## config.mk

```make
export PLATFORM = sky130hd
export DESIGN_NAME = key_value_config_lexer
export DESIGN_NICKNAME = d
export VERILOG_FILES = /design/src/rtl/kvcl_pkg.sv /design/src/rtl/kvcl_front.sv /design/src/rtl/kvcl_cmd_fifo.sv /design/src/rtl/kvcl_back.sv /design/src/rtl/key_value_config_lexer.sv
export SDC_FILE = /design/constraint.sdc
export NUM_CORES = 1
export LEC_CHECK = 0
export BUFFER_PORTS_ARGS = -buffer_cell sky130_fd_sc_hd__buf_2
export CAP_MARGIN = 20
export CORE_MARGIN = 4
export CORE_UTILIZATION = 55
export DETAILED_ROUTE_END_ITERATION = 16
export GPL_TIMING_DRIVEN = 0
export PLACE_DENSITY_LB_ADDON = 0.1
export REMOVE_ABC_BUFFERS = 1
export SKIP_CTS_REPAIR_TIMING = 1
export SLEW_MARGIN = 20
export SYNTH_ARGS = -nofsm -noshare
export SYNTH_HDL_FRONTEND = slang
export SYNTH_SLANG_ARGS = --single-unit
```

## constraint.sdc

```tcl
create_clock -name clock -period 14.7 [get_ports clock]
set_input_delay 0.735 -clock clock [delete_from_list [all_inputs] [get_ports clock]]
set_output_delay 0.735 -clock clock [all_outputs]
set_load 0.01 [all_outputs]
```

## src/rtl/kvcl_pkg.sv

```systemverilog
// Shared types, codes and helpers for the key/value config lexer.
package kvcl_pkg;

   // result kinds
   localparam logic [2:0] KIND_NAME  = 3'd0;
   localparam logic [2:0] KIND_VALUE = 3'd1;
   localparam logic [2:0] KIND_PAIR  = 3'd2;
   localparam logic [2:0] KIND_ERROR = 3'd3;
   localparam logic [2:0] KIND_END   = 3'd4;

   // error codes
   localparam logic [2:0] ERR_NONE        = 3'd0;
   localparam logic [2:0] ERR_EXPECT_EQ   = 3'd1;
   localparam logic [2:0] ERR_EXPECT_NL   = 3'd2;
   localparam logic [2:0] ERR_EOF_VALUE   = 3'd3;
   localparam logic [2:0] ERR_EOF_MULTI   = 3'd4;
   localparam logic [2:0] ERR_EOF_COMMENT = 3'd5;
   localparam logic [2:0] ERR_OVERFLOW    = 3'd6;

   // characters
   localparam logic [7:0] CH_LT   = 8'h3C;
   localparam logic [7:0] CH_QM   = 8'h3F;
   localparam logic [7:0] CH_GT   = 8'h3E;
   localparam logic [7:0] CH_HASH = 8'h23;
   localparam logic [7:0] CH_EQ   = 8'h3D;
   localparam logic [7:0] CH_SP   = 8'h20;
   localparam logic [7:0] CH_TAB  = 8'h09;
   localparam logic [7:0] CH_NL   = 8'h0A;

   localparam logic [31:0] POS_MAX = 32'hFFFF_FFFF;

   typedef struct packed {
      logic [7:0] in_byte;
      logic       end_of_input;
   } req_type;

   typedef struct packed {
      logic [2:0]  out_kind;
      logic [7:0]  out_byte;
      logic [2:0]  error_code;
      logic [31:0] line_number;
      logic [31:0] column_number;
      logic        last_of_run;
   } rsp_type;

   // one result without the end-of-run flag
   typedef struct packed {
      logic [2:0]  kind;
      logic [7:0]  data;
      logic [2:0]  code;
      logic [31:0] line;
      logic [31:0] column;
   } tok_type;

   // work handed from the lexer to the result sequencer for one word
   typedef struct packed {
      logic       push;      // hold back one blank
      logic       push_tab;  // held blank is a tab
      logic [1:0] nres;      // direct results after any flush
      tok_type    r0;
      tok_type    r1;
   } cmd_type;

   function automatic tok_type mk_tok(logic [2:0] k, logic [7:0] b, logic [2:0] e,
                                      logic [31:0] ln, logic [31:0] cl);
      tok_type t;
      t.kind   = k;
      t.data   = b;
      t.code   = e;
      t.line   = ln;
      t.column = cl;
      return t;
   endfunction

   function automatic logic [31:0] sat_inc(logic [31:0] v);
      return (v == POS_MAX) ? POS_MAX : v + 32'd1;
   endfunction

endpackage

```

## src/rtl/kvcl_front.sv

```systemverilog
// Lexer front end: classifies each text byte, tracks position, builds result commands.
module kvcl_front
   import kvcl_pkg::*;
#(
   parameter int PENDING_DEPTH = 32,
   parameter int CW = $clog2(PENDING_DEPTH + 1),
   parameter int IW = (PENDING_DEPTH > 1) ? $clog2(PENDING_DEPTH) : 1
) (
   input  logic          clock,
   input  logic          reset,
   input  logic          accept,
   input  req_type       req,
   output logic          cmd_valid,
   output cmd_type       cmd,
   output logic [CW-1:0] cmd_flush,
   output logic [IW-1:0] cmd_idx
);

   localparam logic [3:0] M_LINE_START   = 4'd0;
   localparam logic [3:0] M_LINE_WS      = 4'd1;
   localparam logic [3:0] M_NAME         = 4'd2;
   localparam logic [3:0] M_AFTER_NAME   = 4'd3;
   localparam logic [3:0] M_BEFORE_VALUE = 4'd4;
   localparam logic [3:0] M_VALUE        = 4'd5;
   localparam logic [3:0] M_LT_SEEN      = 4'd6;
   localparam logic [3:0] M_MULTI        = 4'd7;
   localparam logic [3:0] M_MULTI_Q      = 4'd8;
   localparam logic [3:0] M_AFTER_MULTI  = 4'd9;
   localparam logic [3:0] M_COMMENT      = 4'd10;
   localparam logic [3:0] M_ERROR        = 4'd11;

   logic [3:0]    mode_ff, mode_in;
   logic [31:0]   line_ff, line_in;
   logic [31:0]   col_ff, col_in;
   logic [31:0]   sline_ff, sline_in;
   logic [31:0]   scol_ff, scol_in;
   logic [CW-1:0] pcnt_ff, pcnt_in;

   logic       eoi;
   logic [7:0] c;
   logic       blank;
   logic       namec;
   logic       sl_go;
   logic       sl_emit;
   tok_type    sl_tok;

   always_comb begin
      eoi   = req.end_of_input | (req.in_byte == 8'd0);
      c     = eoi ? 8'd0 : req.in_byte;
      blank = (c == CH_SP) | (c == CH_TAB);
      namec = ((c >= 8'h61) && (c <= 8'h7A)) || ((c >= 8'h41) && (c <= 8'h5A)) ||
              ((c >= 8'h30) && (c <= 8'h39)) || (c == 8'h2D) || (c == 8'h5F);

      mode_in  = mode_ff;
      line_in  = line_ff;
      col_in   = col_ff;
      sline_in = sline_ff;
      scol_in  = scol_ff;
      pcnt_in  = pcnt_ff;

      cmd          = '0;
      cmd.push_tab = (c == CH_TAB);
      cmd_flush    = '0;
      sl_go        = 1'b0;
      sl_emit      = 1'b0;
      sl_tok       = '0;

      case (mode_ff)
         M_LINE_START, M_LINE_WS: begin
            if (eoi) begin
               cmd.nres = 2'd1;
               if (mode_ff == M_LINE_START) begin
                  cmd.r0 = mk_tok(KIND_END, 8'd0, ERR_NONE, 32'd0, 32'd0);
               end else begin
                  cmd.r0  = mk_tok(KIND_ERROR, 8'd0, ERR_EXPECT_NL, line_ff, col_ff);
                  mode_in = M_ERROR;
               end
            end else if (blank) begin
               mode_in = M_LINE_WS;
            end else if (namec) begin
               cmd.r0   = mk_tok(KIND_NAME, c, ERR_NONE, 32'd0, 32'd0);
               cmd.nres = 2'd1;
               mode_in  = M_NAME;
            end else if (c == CH_HASH) begin
               mode_in = M_COMMENT;
            end else if (c == CH_NL) begin
               mode_in = M_LINE_START;
            end else begin
               cmd.r0   = mk_tok(KIND_ERROR, c, ERR_EXPECT_NL, line_ff, col_ff);
               cmd.nres = 2'd1;
               mode_in  = M_ERROR;
            end
         end
         M_NAME, M_AFTER_NAME: begin
            if (!eoi && namec && (mode_ff == M_NAME)) begin
               cmd.r0   = mk_tok(KIND_NAME, c, ERR_NONE, 32'd0, 32'd0);
               cmd.nres = 2'd1;
            end else if (!eoi && blank) begin
               mode_in = M_AFTER_NAME;
            end else if (!eoi && (c == CH_EQ)) begin
               mode_in = M_BEFORE_VALUE;
            end else begin
               cmd.r0   = mk_tok(KIND_ERROR, c, ERR_EXPECT_EQ, line_ff, col_ff);
               cmd.nres = 2'd1;
               mode_in  = M_ERROR;
            end
         end
         M_BEFORE_VALUE: begin
            if (!eoi && blank) begin
               mode_in = M_BEFORE_VALUE;
            end else if (!eoi && (c == CH_LT)) begin
               mode_in = M_LT_SEEN;
            end else begin
               sl_go = 1'b1;
            end
         end
         M_VALUE: begin
            sl_go = 1'b1;
         end
         M_LT_SEEN: begin
            if (!eoi && (c == CH_QM)) begin
               sline_in = line_ff;
               scol_in  = sat_inc(col_ff);
               mode_in  = M_MULTI;
            end else begin
               // lone '<' is plain value text
               cmd.r0   = mk_tok(KIND_VALUE, CH_LT, ERR_NONE, 32'd0, 32'd0);
               cmd.nres = 2'd1;
               sl_go    = 1'b1;
            end
         end
         M_MULTI: begin
            if (eoi) begin
               cmd.r0   = mk_tok(KIND_ERROR, 8'd0, ERR_EOF_MULTI, sline_ff, scol_ff);
               cmd.nres = 2'd1;
               mode_in  = M_ERROR;
            end else if (c == CH_QM) begin
               mode_in = M_MULTI_Q;
            end else begin
               cmd.r0   = mk_tok(KIND_VALUE, c, ERR_NONE, 32'd0, 32'd0);
               cmd.nres = 2'd1;
            end
         end
         M_MULTI_Q: begin
            if (!eoi && (c == CH_GT)) begin
               cmd.r0   = mk_tok(KIND_PAIR, 8'd0, ERR_NONE, 32'd0, 32'd0);
               cmd.nres = 2'd1;
               mode_in  = M_AFTER_MULTI;
            end else if (eoi) begin
               cmd.r0   = mk_tok(KIND_ERROR, 8'd0, ERR_EOF_MULTI, sline_ff, scol_ff);
               cmd.nres = 2'd1;
               mode_in  = M_ERROR;
            end else begin
               // lone '?' is plain value text; a second '?' may still close
               cmd.r0   = mk_tok(KIND_VALUE, CH_QM, ERR_NONE, 32'd0, 32'd0);
               cmd.nres = 2'd1;
               if (c == CH_QM) begin
                  mode_in = M_MULTI_Q;
               end else begin
                  cmd.r1   = mk_tok(KIND_VALUE, c, ERR_NONE, 32'd0, 32'd0);
                  cmd.nres = 2'd2;
                  mode_in  = M_MULTI;
               end
            end
         end
         M_AFTER_MULTI: begin
            if (!eoi && blank) begin
               mode_in = M_AFTER_MULTI;
            end else if (!eoi && (c == CH_HASH)) begin
               mode_in = M_COMMENT;
            end else if (!eoi && (c == CH_NL)) begin
               mode_in = M_LINE_START;
            end else begin
               cmd.r0   = mk_tok(KIND_ERROR, c, ERR_EXPECT_NL, line_ff, col_ff);
               cmd.nres = 2'd1;
               mode_in  = M_ERROR;
            end
         end
         M_COMMENT: begin
            if (eoi) begin
               cmd.r0   = mk_tok(KIND_ERROR, 8'd0, ERR_EOF_COMMENT, line_ff, col_ff);
               cmd.nres = 2'd1;
               mode_in  = M_ERROR;
            end else if (c == CH_NL) begin
               mode_in = M_LINE_START;
            end
         end
         default: begin
            mode_in = mode_ff;
         end
      endcase

      // single-line value byte, possibly after a lone '<'
      if (sl_go) begin
         mode_in = M_VALUE;
         if (eoi) begin
            sl_emit = 1'b1;
            sl_tok  = mk_tok(KIND_ERROR, 8'd0, ERR_EOF_VALUE, line_ff, col_ff);
            mode_in = M_ERROR;
         end else if (blank) begin
            if (pcnt_ff >= CW'(PENDING_DEPTH)) begin
               sl_emit = 1'b1;
               sl_tok  = mk_tok(KIND_ERROR, c, ERR_OVERFLOW, line_ff, col_ff);
               mode_in = M_ERROR;
            end else begin
               cmd.push = 1'b1;
               pcnt_in  = pcnt_ff + CW'(1);
            end
         end else if ((c == CH_NL) || (c == CH_HASH)) begin
            // trailing blanks are dropped
            pcnt_in = '0;
            sl_emit = 1'b1;
            sl_tok  = mk_tok(KIND_PAIR, 8'd0, ERR_NONE, 32'd0, 32'd0);
            mode_in = (c == CH_NL) ? M_LINE_START : M_COMMENT;
         end else begin
            cmd_flush = pcnt_ff;
            pcnt_in   = '0;
            sl_emit   = 1'b1;
            sl_tok    = mk_tok(KIND_VALUE, c, ERR_NONE, 32'd0, 32'd0);
         end
         if (sl_emit) begin
            if (cmd.nres == 2'd0) begin
               cmd.r0 = sl_tok;
            end else begin
               cmd.r1 = sl_tok;
            end
            cmd.nres = cmd.nres + 2'd1;
         end
      end

      if (eoi) begin
         mode_in  = M_LINE_START;
         line_in  = 32'd1;
         col_in   = 32'd1;
         sline_in = 32'd1;
         scol_in  = 32'd1;
         pcnt_in  = '0;
      end else if (mode_in != M_ERROR) begin
         if (c == CH_NL) begin
            line_in = sat_inc(line_ff);
            col_in  = 32'd1;
         end else begin
            col_in = sat_inc(col_ff);
         end
      end
   end

   assign cmd_idx   = pcnt_ff[IW-1:0];
   assign cmd_valid = accept && (cmd.push || (cmd.nres != 2'd0));

   always_ff @(posedge clock) begin
      if (reset) begin
         mode_ff  <= M_LINE_START;
         line_ff  <= 32'd1;
         col_ff   <= 32'd1;
         sline_ff <= 32'd1;
         scol_ff  <= 32'd1;
         pcnt_ff  <= '0;
      end else if (accept) begin
         mode_ff  <= mode_in;
         line_ff  <= line_in;
         col_ff   <= col_in;
         sline_ff <= sline_in;
         scol_ff  <= scol_in;
         pcnt_ff  <= pcnt_in;
      end
   end

endmodule

```

## src/rtl/kvcl_cmd_fifo.sv

```systemverilog
// Short command queue between the lexer front end and the result sequencer.
module kvcl_cmd_fifo #(
   parameter int WIDTH = 8,
   parameter int DEPTH = 4
) (
   input  logic             clock,
   input  logic             reset,
   input  logic             wr_en,
   input  logic [WIDTH-1:0] wr_data,
   input  logic             rd_en,
   output logic [WIDTH-1:0] rd_data,
   output logic             full,
   output logic             empty
);

   localparam int AW = (DEPTH > 1) ? $clog2(DEPTH) : 1;
   localparam int NW = $clog2(DEPTH + 1);

   logic [WIDTH-1:0] mem_ff [DEPTH];
   logic [AW-1:0]    wr_ptr_ff, wr_ptr_in;
   logic [AW-1:0]    rd_ptr_ff, rd_ptr_in;
   logic [NW-1:0]    cnt_ff, cnt_in;
   logic             do_wr, do_rd;

   assign full    = (cnt_ff == NW'(DEPTH));
   assign empty   = (cnt_ff == '0);
   assign do_wr   = wr_en && !full;
   assign do_rd   = rd_en && !empty;
   assign rd_data = mem_ff[rd_ptr_ff];

   always_comb begin
      wr_ptr_in = wr_ptr_ff;
      rd_ptr_in = rd_ptr_ff;
      cnt_in    = cnt_ff;
      if (do_wr) begin
         wr_ptr_in = (wr_ptr_ff == AW'(DEPTH - 1)) ? '0 : wr_ptr_ff + AW'(1);
      end
      if (do_rd) begin
         rd_ptr_in = (rd_ptr_ff == AW'(DEPTH - 1)) ? '0 : rd_ptr_ff + AW'(1);
      end
      if (do_wr && !do_rd) begin
         cnt_in = cnt_ff + NW'(1);
      end else if (do_rd && !do_wr) begin
         cnt_in = cnt_ff - NW'(1);
      end
   end

   always_ff @(posedge clock) begin
      if (do_wr) begin
         mem_ff[wr_ptr_ff] <= wr_data;
      end
   end

   always_ff @(posedge clock) begin
      if (reset) begin
         wr_ptr_ff <= '0;
         rd_ptr_ff <= '0;
         cnt_ff    <= '0;
      end else begin
         wr_ptr_ff <= wr_ptr_in;
         rd_ptr_ff <= rd_ptr_in;
         cnt_ff    <= cnt_in;
      end
   end

endmodule

```

## src/rtl/kvcl_back.sv

```systemverilog
// Result sequencer: holds back blanks, flushes them, emits results into the output register.
module kvcl_back
   import kvcl_pkg::*;
#(
   parameter int PENDING_DEPTH = 32,
   parameter int CW = $clog2(PENDING_DEPTH + 1),
   parameter int IW = (PENDING_DEPTH > 1) ? $clog2(PENDING_DEPTH) : 1
) (
   input  logic          clock,
   input  logic          reset,
   input  logic          cmd_valid,
   input  cmd_type       cmd,
   input  logic [CW-1:0] cmd_flush,
   input  logic [IW-1:0] cmd_idx,
   output logic          cmd_deq,
   output logic          rsp_empty,
   input  logic          rsp_pop,
   output rsp_type       rsp_word
);

   localparam int SW = $clog2(PENDING_DEPTH + 3);

   // held-back blanks, 1 = tab; flushed from bit 0 by shifting right
   logic [PENDING_DEPTH-1:0] pend_ff, pend_in;
   logic [SW-1:0]            step_ff, step_in;
   logic                     outv_ff, outv_in;
   rsp_type                  out_ff, out_in;

   logic          zero;
   logic          slot_free;
   logic          fire;
   logic          in_flush;
   logic          last;
   logic          wr;
   logic [SW-1:0] fl;
   logic [SW-1:0] tot;
   tok_type       tok;

   always_comb begin
      fl        = SW'(cmd_flush);
      tot       = fl + SW'(cmd.nres);
      zero      = (cmd.nres == 2'd0);
      slot_free = !outv_ff || rsp_pop;
      fire      = cmd_valid && !zero && slot_free;
      in_flush  = (step_ff < fl);
      last      = ((step_ff + SW'(1)) == tot);
      cmd_deq   = (cmd_valid && zero) || (fire && last);
      wr        = cmd.push && ((cmd_valid && zero) || (fire && (step_ff == '0)));

      if (in_flush) begin
         tok = mk_tok(KIND_VALUE, pend_ff[0] ? CH_TAB : CH_SP, ERR_NONE, 32'd0, 32'd0);
      end else if (step_ff == fl) begin
         tok = cmd.r0;
      end else begin
         tok = cmd.r1;
      end

      pend_in = pend_ff;
      if (fire && in_flush) begin
         pend_in = pend_ff >> 1;
      end
      if (wr) begin
         pend_in[cmd_idx] = cmd.push_tab;
      end

      step_in = step_ff;
      if (fire) begin
         step_in = last ? '0 : step_ff + SW'(1);
      end

      out_in               = out_ff;
      out_in.out_kind      = tok.kind;
      out_in.out_byte      = tok.data;
      out_in.error_code    = tok.code;
      out_in.line_number   = tok.line;
      out_in.column_number = tok.column;
      out_in.last_of_run   = last;

      if (fire) begin
         outv_in = 1'b1;
      end else if (rsp_pop) begin
         outv_in = 1'b0;
      end else begin
         outv_in = outv_ff;
      end
   end

   assign rsp_empty = !outv_ff;
   assign rsp_word  = out_ff;

   always_ff @(posedge clock) begin
      pend_ff <= pend_in;
      if (fire) begin
         out_ff <= out_in;
      end
   end

   always_ff @(posedge clock) begin
      if (reset) begin
         step_ff <= '0;
         outv_ff <= 1'b0;
      end else begin
         step_ff <= step_in;
         outv_ff <= outv_in;
      end
   end

endmodule

```

## src/rtl/key_value_config_lexer.sv

```systemverilog
// The first result word of a text byte passes the command queue, then the output register.
// Throughput: one byte per cycle while full is low; the sequencer emits the k results of a byte
//   one at a time, up to PENDING_DEPTH + 1 when held-back blanks flush, and full rises once
//   the command queue between lexer and sequencer fills.
// Reset: synchronous, active high; clears lexer state, queue, sequencer step and output valid flag.
//   The blank store is not cleared and needs no clearing pass.
module key_value_config_lexer
   import kvcl_pkg::*;
#(
   parameter int PENDING_DEPTH = 32
) (
   input  logic    clock,
   input  logic    reset,
   input  logic    push,
   output logic    full,
   input  req_type req_word,
   output logic    empty,
   input  logic    pop,
   output rsp_type rsp_word
);

   localparam int CW        = $clog2(PENDING_DEPTH + 1);
   localparam int IW        = (PENDING_DEPTH > 1) ? $clog2(PENDING_DEPTH) : 1;
   localparam int QW        = $bits(cmd_type) + CW + IW;
   localparam int CMD_DEPTH = 4;

   logic          accept;
   logic          f_valid;
   cmd_type       f_cmd;
   logic [CW-1:0] f_flush;
   logic [IW-1:0] f_idx;

   logic [QW-1:0] q_data;
   logic          q_empty;
   logic          q_deq;
   cmd_type       b_cmd;
   logic [CW-1:0] b_flush;
   logic [IW-1:0] b_idx;

   assign accept                   = push && !full;
   assign {b_cmd, b_flush, b_idx}  = q_data;

   kvcl_front #(
      .PENDING_DEPTH(PENDING_DEPTH),
      .CW(CW),
      .IW(IW)
   ) u_front (
      .clock    (clock),
      .reset    (reset),
      .accept   (accept),
      .req      (req_word),
      .cmd_valid(f_valid),
      .cmd      (f_cmd),
      .cmd_flush(f_flush),
      .cmd_idx  (f_idx)
   );

   kvcl_cmd_fifo #(
      .WIDTH(QW),
      .DEPTH(CMD_DEPTH)
   ) u_fifo (
      .clock  (clock),
      .reset  (reset),
      .wr_en  (f_valid),
      .wr_data({f_cmd, f_flush, f_idx}),
      .rd_en  (q_deq),
      .rd_data(q_data),
      .full   (full),
      .empty  (q_empty)
   );

   kvcl_back #(
      .PENDING_DEPTH(PENDING_DEPTH),
      .CW(CW),
      .IW(IW)
   ) u_back (
      .clock    (clock),
      .reset    (reset),
      .cmd_valid(!q_empty),
      .cmd      (b_cmd),
      .cmd_flush(b_flush),
      .cmd_idx  (b_idx),
      .cmd_deq  (q_deq),
      .rsp_empty(empty),
      .rsp_pop  (pop),
      .rsp_word (rsp_word)
   );

endmodule

```

== Yosys cells after proc, flatten, opt, wreduce, memory -nomap -nowiden ==
Memories as Yosys holds them, arrays and structs flattened. A register that Yosys moved wholly into a read port is not among the register bits.
Index checks and enable logic that the tools add are counted.

* Add/sub/neg operators: 10
* Order comparisons: 10
* Eq/ne operators: 29
* Multiplexer cells: 116
* Bitwise operators: 2
* Reduce and logical (&&, ||, !) cells: 62

{| class="wikitable"
|+ Operators with widths
! kind !! count
|-
| 80-bit 2-to-1 mux || 11
|-
| 78-bit 2-to-1 mux || 9
|-
| 80-bit case mux with 7 select lines || 1
|-
| 32-bit 2-to-1 mux || 16
|-
| 79-bit 2-to-1 mux || 6
|-
| 158-bit 2-to-1 mux || 2
|-
| 77-bit 2-to-1 mux || 2
|-
| 4-bit 2-to-1 mux || 29
|-
| 76-bit 2-to-1 mux || 1
|-
| 75-bit 2-to-1 mux || 1
|-
| 32-bit by 1-bit adder with 32-bit output (second input constant) || 2
|-
| 32-bit == test (second input constant) || 2
|-
| 6-bit 2-to-1 mux || 10
|-
| 8-bit by 6-bit == test with 1-bit output (second input constant) || 7
|-
| 32-bit bitwise mux || 1
|-
| 4-bit case mux with 8 select lines || 1
|-
| 1-bit logical AND || 26
|-
| 4-bit by 3-bit == test with 1-bit output (second input constant) || 4
|-
| 8-bit by 4-bit == test with 1-bit output (second input constant) || 2
|-
| 8-bit by 7-bit >= comparator with 1-bit output (second input constant) || 2
|-
| 8-bit by 7-bit less-or-equal comparator with 1-bit output (second input constant) || 2
|-
| 1-bit 2-to-1 mux || 16
|-
| 2-bit nonzero test || 8
|-
| 6-bit by 1-bit adder with 6-bit output (second input constant) || 2
|-
| 35 further kinds || 66
|}

* Register bits after elaboration: 263
* Memory bits (writable): 684
* Input bits: 13
* Output and inout port bits: 81
* Logic and storage cells: 248
* Memories: 1

{| class="wikitable"
|+ Memory list
! name !! words !! bits a word !! rd ports !! clocked after memory_dff !! write ports !! RTL line !! source
|-
| u_fifo.mem_ff || 4 || 171 || 1 || 1 || 1 || kvcl_cmd_fifo.sv:19 || <nowiki>logic [WIDTH-1:0] mem_ff [DEPTH];</nowiki>
|}

== Longest topological paths before layout ==
Gate-level depths: netlist (run 1).

* Depth in word-level cells: 25
* Depth in mapped cells: 18
* Mapped depth without buffers: 14

== By module ==
A second synthesis (run 1) with hierarchy kept.

* Cell total of the unflattened synthesis: 2814
* Area, all modules: 40546.4 um^2

{| class="wikitable"
|+ By module, submodules not included
! module !! instances !! cells an instance !! area each (um^2) !! sequential area each (um^2)
|-
| kvcl_cmd_fifo || 1 || 943 || 25105.3 || 20719.9
|-
| kvcl_front || 1 || 1275 || 9580.4 || 2762.6
|-
| kvcl_back || 1 || 594 || 5843.1 || 3153.0
|-
| key_value_config_lexer || 1 || 2 || 17.5 || 0.0
|}

== Worst setup path before layout (run 1) ==
Ideal clock, no wire load.

* Path type: input-to-reg
* From: input req_word[8] (netlist bit)
* To: memory u_fifo.mem_ff[0][0] (netlist bit) (enable)
* Library setup time: 551 ps
* Arrival: 7058 ps
* Data required time: 14149 ps
* Path slack: 7092 ps
* Stages on the path: 8
* Buffers on the path: 0
* Path through: or4b_4 > or4_4 > nand2_2 > o32ai_1 > a211oi_2 > mux2_2 > a31oi_1 > and2_1

* Word-level cells in the longest chain between the ends: 22
* Elaborated cells on any way between the ends: 75
* Classes of those cells: add/sub (1); order compare (6); eq/ne (10); mux (34); bitwise (2); reduce/logical (22)

{| class="wikitable"
|+ RTL lines
! item !! RTL line !! source
|-
| from (decl) || key_value_config_lexer.sv:16 || <nowiki>input req_type req_word,</nowiki>
|-
| 8-bit zero test || kvcl_front.sv:48 || <nowiki>eoi = req.end_of_input | (req.in_byte == 8'd0);</nowiki>
|-
| 1-bit OR || kvcl_front.sv:48 ||
|-
| 8-bit 2-to-1 mux || kvcl_front.sv:49 || <nowiki>c = eoi ? 8'd0 : req.in_byte;</nowiki>
|-
| 8-bit by 7-bit >= comparator with 1-bit output or 8-bit by 7-bit less-or-equal comparator with 1-bit output (tied branches) || kvcl_front.sv:51 || <nowiki>namec = ((c >= 8'h61) && (c <= 8'h7A)) || ((c >= 8'h41) && (c <= 8'h5A)) ||</nowiki>
|-
| 1-bit logical AND || kvcl_front.sv:51 ||
|-
| 1-bit logical OR (2 in a row) || kvcl_front.sv:51 ||
|-
| 1-bit logical OR (2 in a row) || kvcl_front.sv:52 || <nowiki>((c >= 8'h30) && (c <= 8'h39)) || (c == 8'h2D) || (c == 8'h5F);</nowiki>
|-
| 80-bit 2-to-1 mux or 1-bit logical AND (tied branches) || kvcl_front.sv:80, kvcl_front.sv:95 ||
|-
| [... 5 more ...] || - ||
|-
| 158-bit 2-to-1 mux || kvcl_front.sv:194 || <nowiki>if (sl_go) begin</nowiki>
|-
| 2-bit nonzero test || kvcl_front.sv:249 || <nowiki>assign cmd_valid = accept && (cmd.push || (cmd.nres != 2'd0));</nowiki>
|-
| 1-bit logical OR (*) || kvcl_front.sv:249 ||
|-
| 1-bit logical AND (*) || kvcl_front.sv:249 ||
|-
| 1-bit logical AND (*) || kvcl_cmd_fifo.sv:27 || <nowiki>assign do_wr = wr_en && !full;</nowiki>
|-
| named net u_fifo.do_wr || kvcl_cmd_fifo.sv:23 || <nowiki>logic do_wr, do_rd;</nowiki>
|-
| 1-bit 2-to-1 mux (*) || kvcl_cmd_fifo.sv:49 || <nowiki>if (do_wr) begin</nowiki>
|-
| 1-bit 2-to-1 mux (not written as such) (*) || kvcl_cmd_fifo.sv:50 || <nowiki>mem_ff[wr_ptr_ff] <= wr_data;</nowiki>
|-
| to (decl) || kvcl_cmd_fifo.sv:19 ||
|}

The timed path passes the listed nets; every way through them passes the cells marked *. The select of a mux whose other input is x is not followed.

==> results of run 1 <==
## placed cells by master (no fill, tap or decap), types with 64 or more instances in the layout
cell type,Yosys,routed
nor2_1,161,158
nand2_1,274,273
dfxtp_1,186,184
and2_1,81,77
mux2i_1,74,74
mux4_2,169,169
clkbuf_16,0,95
buf_2,13,92
a21oi_1,167,164
edfxtp_1,759,759
a22o_1,64,64
## cells by family (layout without fill, tap and decap cells)
logic type / Yosys count / after routing / synth area share (%)
other: 0 / 1 / 0
adder cells (fa/ha/maj): 23 / 23 / 0.765
buffers and inverters: 230 / 369 / 2.30
AO/OA/AOI/OAI: 507 / 507 / 8.62
flip-flops: 945 / 945 / 67.0
AND/OR/NAND/NOR: 734 / 734 / 8.84
XOR/XNOR: 40 / 40 / 0.885
multiplexers: 246 / 246 / 11.6
## sequential cells by signal, summed over array words and instances, names as in the netlist, 6 cells and up, named ones only
register          flops
u_fifo.mem_ff       680
u_back.rsp_word      79
u_back.pend_ff       32
u_front.col_ff       32
u_front.line_ff      32
u_front.scol_ff      32
u_front.sline_ff     32
u_back.step_ff        6
u_front.pcnt_ff       6
## final cells by class
class	count	area share, %
Sequential cell	945	58.8
Multi-Input combinational cell	1550	27.1
Clock buffer	131	5.72
Timing Repair Buffer	160	4.10
Tap cell	950	2.63
Clock inverter	44	1.33
Inverter	34	0.294
Antenna cell	1	0.00555
## stage by stage
step	area, sq um	TNS (ns)	std cells
after floorplan	38800	0	2529
after global placement	40400	-1111.16	3572
after detailed placement	41900	0	3639
after CTS	45100	0	3814
after global routing	45100	0	3815
final	45100	0	3815
## metal layers
layer	wire, um	GRT usage [%]	up-vias
met1	39600	33.1	12000
met4	2140	7.00	0
met3	4970	3.77	139
met2	44000	38.2	656
met5	0	0	-
li1	-	-	10600
## report_power, final
| part | internal [W] | switching, W | total, W | leakage (nW) |
|---|---|---|---|---|
| Combinational | 0.000709 | 0.000960 | 0.00167 | 5.09 |
| Clock | 0.00148 | 0.000982 | 0.00246 | 1.55 |
| Sequential | 0.00331 | 0.000122 | 0.00343 | 8.76 |
| Total | 0.00549 | 0.00206 | 0.00756 | 15.4 |
## worst max-delay path, stage by stage
cell	delay (ns)
buf_2	0.17
nor4_1	0.74
nand3_1	0.71
nand2_2	0.35
o32ai_1	0.15
a211oi_2	0.37
ha_1	0.89
nand2_1	0.47
o21ai_0	0.56
or2_4	0.46
buf_16	0.31
a22o_1	0.27
## final timing paths
check / start / end / slack, ns / depth (start not counted)
setup reg to reg: u_front.mode_ff[1] / u_fifo.mem_ff[3][91] / 9.68 / 10
hold / removal: pop / u_back.outv_ff / 0.39 / 3
setup / recovery: req_word[5] / u_fifo.mem_ff[3][91] / 8.94 / 12
hold reg to reg: u_front.scol_ff[5] / u_front.scol_ff[5] / 0.45 / 2
==> results.sh, run 1 <==
export IMPL_whs_ns=0.387
export IMPL_power_density_nw_per_um2=167
export IMPL_io_pins=94
export IMPL_status="complete, no violations"
export IMPL_clock_path_buffers=3
export IMPL_required_ns=15.16
export IMPL_path_class="primary input to flop"
export IMPL_rsz0062_at_grt="no"
export IMPL_p_leak_nw=15.4
export IMPL_max_freq_ghz=0.174
export IMPL_drv_slew=0
export IMPL_crit_arrival_ns=6.23
export IMPL_final_util_pct=63.2
export IMPL_post_place_ws_ns=8.35
export IMPL_finalCritPeriodShare_pct=39.2
export IMPL_hold_violations=0
export IMPL_dpl_hpwl_um=56500
export IMPL_tightest_slew_ns=1.09
export IMPL_hp_class="primary input to flop"
export IMPL_synthFlopType="edfxtp_1"
export IMPL_dr_pass1_iters=6
export IMPL_synth_area_per_cell_sq_um=14.5
export IMPL_min_period_ns=5.76
export IMPL_rows=98
export IMPL_root_buffer="clkbuf_16"
export IMPL_cts_sinks=945
export IMPL_grt_max_degree=68
export IMPL_cts_tree="done"
export IMPL_syn_inst=2725
export IMPL_synth_edf_count=759
export IMPL_yosys_top_cells_area="edfxtp_1 58%, mux4_2 9.6%, dfxtp_1 9.4%"
export IMPL_gp_congestion=0.835
export IMPL_seq_area_sq_um=26500
export IMPL_critPathCaptureType="flop"
export IMPL_grt_pass1_wl_um=140000
export IMPL_syn_cell_area_sq_um=39600
export IMPL_antenna_found_initial=1
export IMPL_port_buffers=93
export IMPL_via_count=23400
export IMPL_area_delta_synth_final_pct=14.0
export IMPL_setup_ws_ns=8.94
export IMPL_clk_pin_slew_ns=0.06
export IMPL_synth_most_common_cell="edfxtp_1"
export IMPL_yosysTopAreaCell="edfxtp_1"
export IMPL_cts_buffers=93
export IMPL_drc_errors=0
export IMPL_finClkSkew_ns=0.0262
export IMPL_layout_drive_gt1_share_pct=18.2
export IMPL_setup_violations=0
export IMPL_fin_nets=2820
export IMPL_grt_pass1_vias=23800
export IMPL_fp_dieArea_sq_um=76300
export IMPL_start_kind="primary input"
export IMPL_finalPower_w=0.00756
export IMPL_worstPathMaxFanout=44
export IMPL_cap_violations=0
export IMPL_fp_dieH_um=276
export IMPL_start_util_pct=55.4
export IMPL_wl_per_cell_um=23.8
export IMPL_ys_ff_latch=945
export IMPL_fillers=5248
export IMPL_ir_drop_uv=131
export IMPL_drt_total_wl_um=90700
export IMPL_ant_nets=0
export IMPL_drt_vias_per_instance=6.13
export IMPL_synth_cell_types=80
export IMPL_multi_input_area_sq_um=12200
export IMPL_track_usage_pct=23.4
export IMPL_coreArea_sq_um=71400
export IMPL_synth_top_area_share_pct=57.6
export IMPL_drtIter0Drc=1786
export IMPL_die_w_um=276
export IMPL_gr_total_overflow=0
export IMPL_synthArstFlopShare_pct=0
export IMPL_synthTopCellsByCount="759 x edfxtp_1, 274 x nand2_1, 186 x dfxtp_1"
export IMPL_synth_warnings=0
export IMPL_htreeDepth=3
export IMPL_insertion_delay_ns=0.64
export IMPL_seq_area_frac_synth_pct=67.0
export IMPL_slew_headroom_pct=27.2
(Power assumes the default switching activity.)
==> inputs of run 2 (changes only) <==
- ABC_AREA: unset -> 1
- clock period: 14.7 -> 6 ns (I/O delays scaled with it)
==> run 2 against run 1 <==
Compared with the run above: combinational power rose to 3.9 times the previous value; synthesized cell count up 44%; power rose to 2.8 times the previous value; sequential power rose to 2.6 times the previous value; largest power group unchanged; flip-flop and latch count unchanged; highest routed layer unchanged; first-iteration DRC count up 44%; via count up 25%; synthesized area up 3.3%; register-to-register slack worse by 8.8 ns.
==> results.sh, run 2 <==
export IMPL_status="complete, no violations"
export IMPL_ir_drop_uv=376
export IMPL_ant_nets=0
export IMPL_cts_buffers=95
export IMPL_wl_per_cell_um=20.0
export IMPL_gp_congestion=0.879
export IMPL_fp_dieArea_sq_um=78700
export IMPL_tightest_slew_ns=1.06
export IMPL_largest_reg_flops=680
export IMPL_crit_arrival_ns=5.53
export IMPL_coreArea_sq_um=73300
export IMPL_start_kind="flop"
export IMPL_path_class="flop to flop"
export IMPL_yosys_top_cells_area="edfxtp_1 56%, dfxtp_1 9.1%, nor2_1 7.3%"
export IMPL_drt_vias_per_instance=5.87
export IMPL_gr_total_overflow=0
export IMPL_swShare_pct=34.3
export IMPL_fillers=5766
export IMPL_pwr_share_clk_pct=27.9
export IMPL_timing_hold_worst_start="pop"
export IMPL_p_leak_nw=16.6
export IMPL_clk_pin_slew_ns=0.06
export IMPL_required_ns=6.38
export IMPL_min_period_ns=5.16
export IMPL_max_freq_ghz=0.194
export IMPL_power_switching_w=0.00737
export IMPL_synth_warnings=0
export IMPL_cp_slowest_cell="dfxtp_4"
export IMPL_grt_pass1_wl_um=156000
export IMPL_area_delta_synth_final_pct=13.6
export IMPL_yosysTopAreaCell="edfxtp_1"
export IMPL_power_density_nw_per_um2=463
export IMPL_cts_tree="done"
export IMPL_synth_edf_count=759
export IMPL_ys_ff_latch=945
export IMPL_rsz0062_at_grt="no"
export IMPL_critPathCaptureType="flop"
export IMPL_fin_area_sq_um=46400
export IMPL_antenna_found_initial=2
export IMPL_whs_endpoint="u_back.outv_ff"
export IMPL_insertion_delay_ns=0.65
export IMPL_synth_top_area_share_pct=55.8
export IMPL_syn_inst=3915
export IMPL_antennaDiodeCount=0
export IMPL_slew_headroom_pct=29.6
export IMPL_setup_ws_ns=0.845
export IMPL_fin_tns_setup_ns=0
export IMPL_ff2ff_setup_slack_ns=0.84
export IMPL_clock_path_buffers=3
export IMPL_worstPathMaxFanout=95
export IMPL_crit_chain="buf_12 -> buf_12 -> inv_8 -> buf_16 -> a32o_1 -> ha_1 -> nand2_1 -> inv_1 -> nand3_1 -> inv_1 -> nand3_1 -> inv_8 -> buf_16 -> o21ai_0 -> a31oi_1"
export IMPL_post_place_ws_ns=0.848
export IMPL_seqPwrFrac_pct=41.5
export IMPL_r2r_cells=15
export IMPL_htreeDepth=3
export IMPL_hold_depth=3
export IMPL_p_comb_share_pct=30.5
export IMPL_drtIter0Drc=2570
export IMPL_drv_slew=0
export IMPL_die_w_um=281
export IMPL_synthArstFlopShare_pct=0
export IMPL_multi_input_area_sq_um=12700
export IMPL_track_usage_pct=25.0
export IMPL_cap_violations=0
export IMPL_crit_buf_inv=8
export IMPL_synth_most_common_cell="nor2_1"
export IMPL_fp_dieH_um=281
export IMPL_via_count=29200
export IMPL_grt_max_degree=135
export IMPL_dpl_hpwl_um=58400
export IMPL_port_buffers=93
export IMPL_crit_family="buffers and inverters"
export IMPL_p_int_w=0.0141
export IMPL_hold_violations=0
export IMPL_layout_drive_gt1_share_pct=9.49
export IMPL_cts_sinks=945
export IMPL_dr_pass1_iters=6
export IMPL_drc_errors=0
export IMPL_r2r_end="u_back.rsp_word[28]"
export IMPL_top_register="u_fifo.mem_ff"
export IMPL_syn_cell_area_sq_um=40900
export IMPL_fin_nets=3969
export IMPL_hp_class="primary input to flop"
export IMPL_place_area_sq_um=43300
export IMPL_start_util_pct=55.7
export IMPL_synthFlopType="edfxtp_1"
export IMPL_root_buffer="clkbuf_16"
export IMPL_final_cell_mix="788 x nor2_1, 759 x edfxtp_1, 540 x o21ai_0, 346 x nand2_1, 184 x dfxtp_1"
export IMPL_synthTopCellsByCount="794 x nor2_1, 759 x edfxtp_1, 540 x o21ai_0"
export IMPL_setup_violations=0
export IMPL_drt_total_wl_um=99500
export IMPL_seq_area_frac_synth_pct=64.9
export IMPL_mostFrequentLayoutCell="nor2_1"
export IMPL_synth_cell_types=58
export IMPL_finClkSkew_ns=0.0167
export IMPL_critPathMaxStageDelay_ns=0.81
export IMPL_synth_area_per_cell_sq_um=10.4
export IMPL_finalCritPeriodShare_pct=85.9
export IMPL_io_pins=94
export IMPL_rows=99
export IMPL_seq_area_sq_um=26500
export IMPL_finalPower_w=0.0215
export IMPL_grt_pass1_vias=27900
==> run 2: cell count changes in the layout (fill, tap and decap cells not counted), sizes merged, moves of 91 or more <==
cell	delta
nor3	+91
inv	+169
mux4	-169
a31oi	+127
nor2	+640
o21ai	+516
==> run 2: logic make-up (layout without fill, tap and decap cells) <==
logic type | Yosys count | after routing | share of synthesized area, %
AND/OR/NAND/NOR | 1430 | 1430 | 14.4
AO/OA/AOI/OAI | 973 | 973 | 13.3
flip-flops | 945 | 945 | 64.9
buffers and inverters | 444 | 545 | 4.33
multiplexers | 62 | 62 | 1.52
XOR/XNOR | 38 | 38 | 0.815
adder cells (fa/ha/maj) | 23 | 23 | 0.741
==> run 2: worst max path at each step <==
stage | from | end | depth (start not counted)
CTS | flop | u_fifo.cnt_ff[1] | 24
detailed placement | flop | u_fifo.cnt_ff[1] | 22
global route | flop | u_fifo.cnt_ff[1] | 22
floorplan | flop | u_back.pend_ff[0] | 14
global placement | flop | u_back.pend_ff[17] | 13
finish | flop | u_back.rsp_word[28] | 15
==> run 2: through the flow <==
step / hold slack, ns / utilization, % / cells
2_1_floorplan: 0.369 / - / 3674
3_3_place_gp: 0.453 / 56.6 / 4726
3_5_place_dp: 0.457 / 59.0 / 4795
4_1_cts: 0.0803 / 63.3 / 4975
5_1_grt: 0.0820 / 63.3 / 4975
6_report: 0.0857 / 63.3 / 4975
==> run 2: worst reg2reg max path, cell delays in order, from the launching register on <==
cell     delay, ns
dfxtp_4       0.81
buf_12        0.31
buf_12        0.28
inv_8         0.15
buf_16        0.30
a32o_1        0.37
ha_1          0.31
nand2_1       0.05
inv_1         0.07
nand3_1       0.08
inv_1         0.09
nand3_1       0.48
inv_8         0.50
buf_16        0.39
o21ai_0       0.28
a31oi_1       0.42
==> run 2: layout make-up <==
cell class | count | share of cell area (%)
Clock buffer | 123 | 5.62
Clock inverter | 57 | 1.21
Inverter | 203 | 1.72
Multi-Input combinational cell | 2526 | 27.3
Sequential cell | 945 | 57.1
Tap cell | 959 | 2.58
Timing Repair Buffer | 162 | 4.45
==> run 2: power by group through the flow <==
stage / registers [W] / logic, W / clock network, W
global route: 0.00904 / 0.00730 / 0.00636
floorplan: 0.00951 / 0.00383 / 0
global placement: 0.00947 / 0.00475 / 0
CTS: 0.00894 / 0.00662 / 0.00609
finish: 0.00893 / 0.00657 / 0.00601
detailed placement: 0.00906 / 0.00658 / 0
==> run 2: layer usage <==
layer  global-route usage, %  wire [um]  part of all wire [%]  vias to the layer above
met4                    7.41       2370                   2.4                        0
met5                       0          0                     0                        -
met2                    42.3      48100                    48                      901
met1                    34.6      43400                    44                    14200
met3                    2.73       5600                   5.6                      182
li1                        -          -                     -                    14000
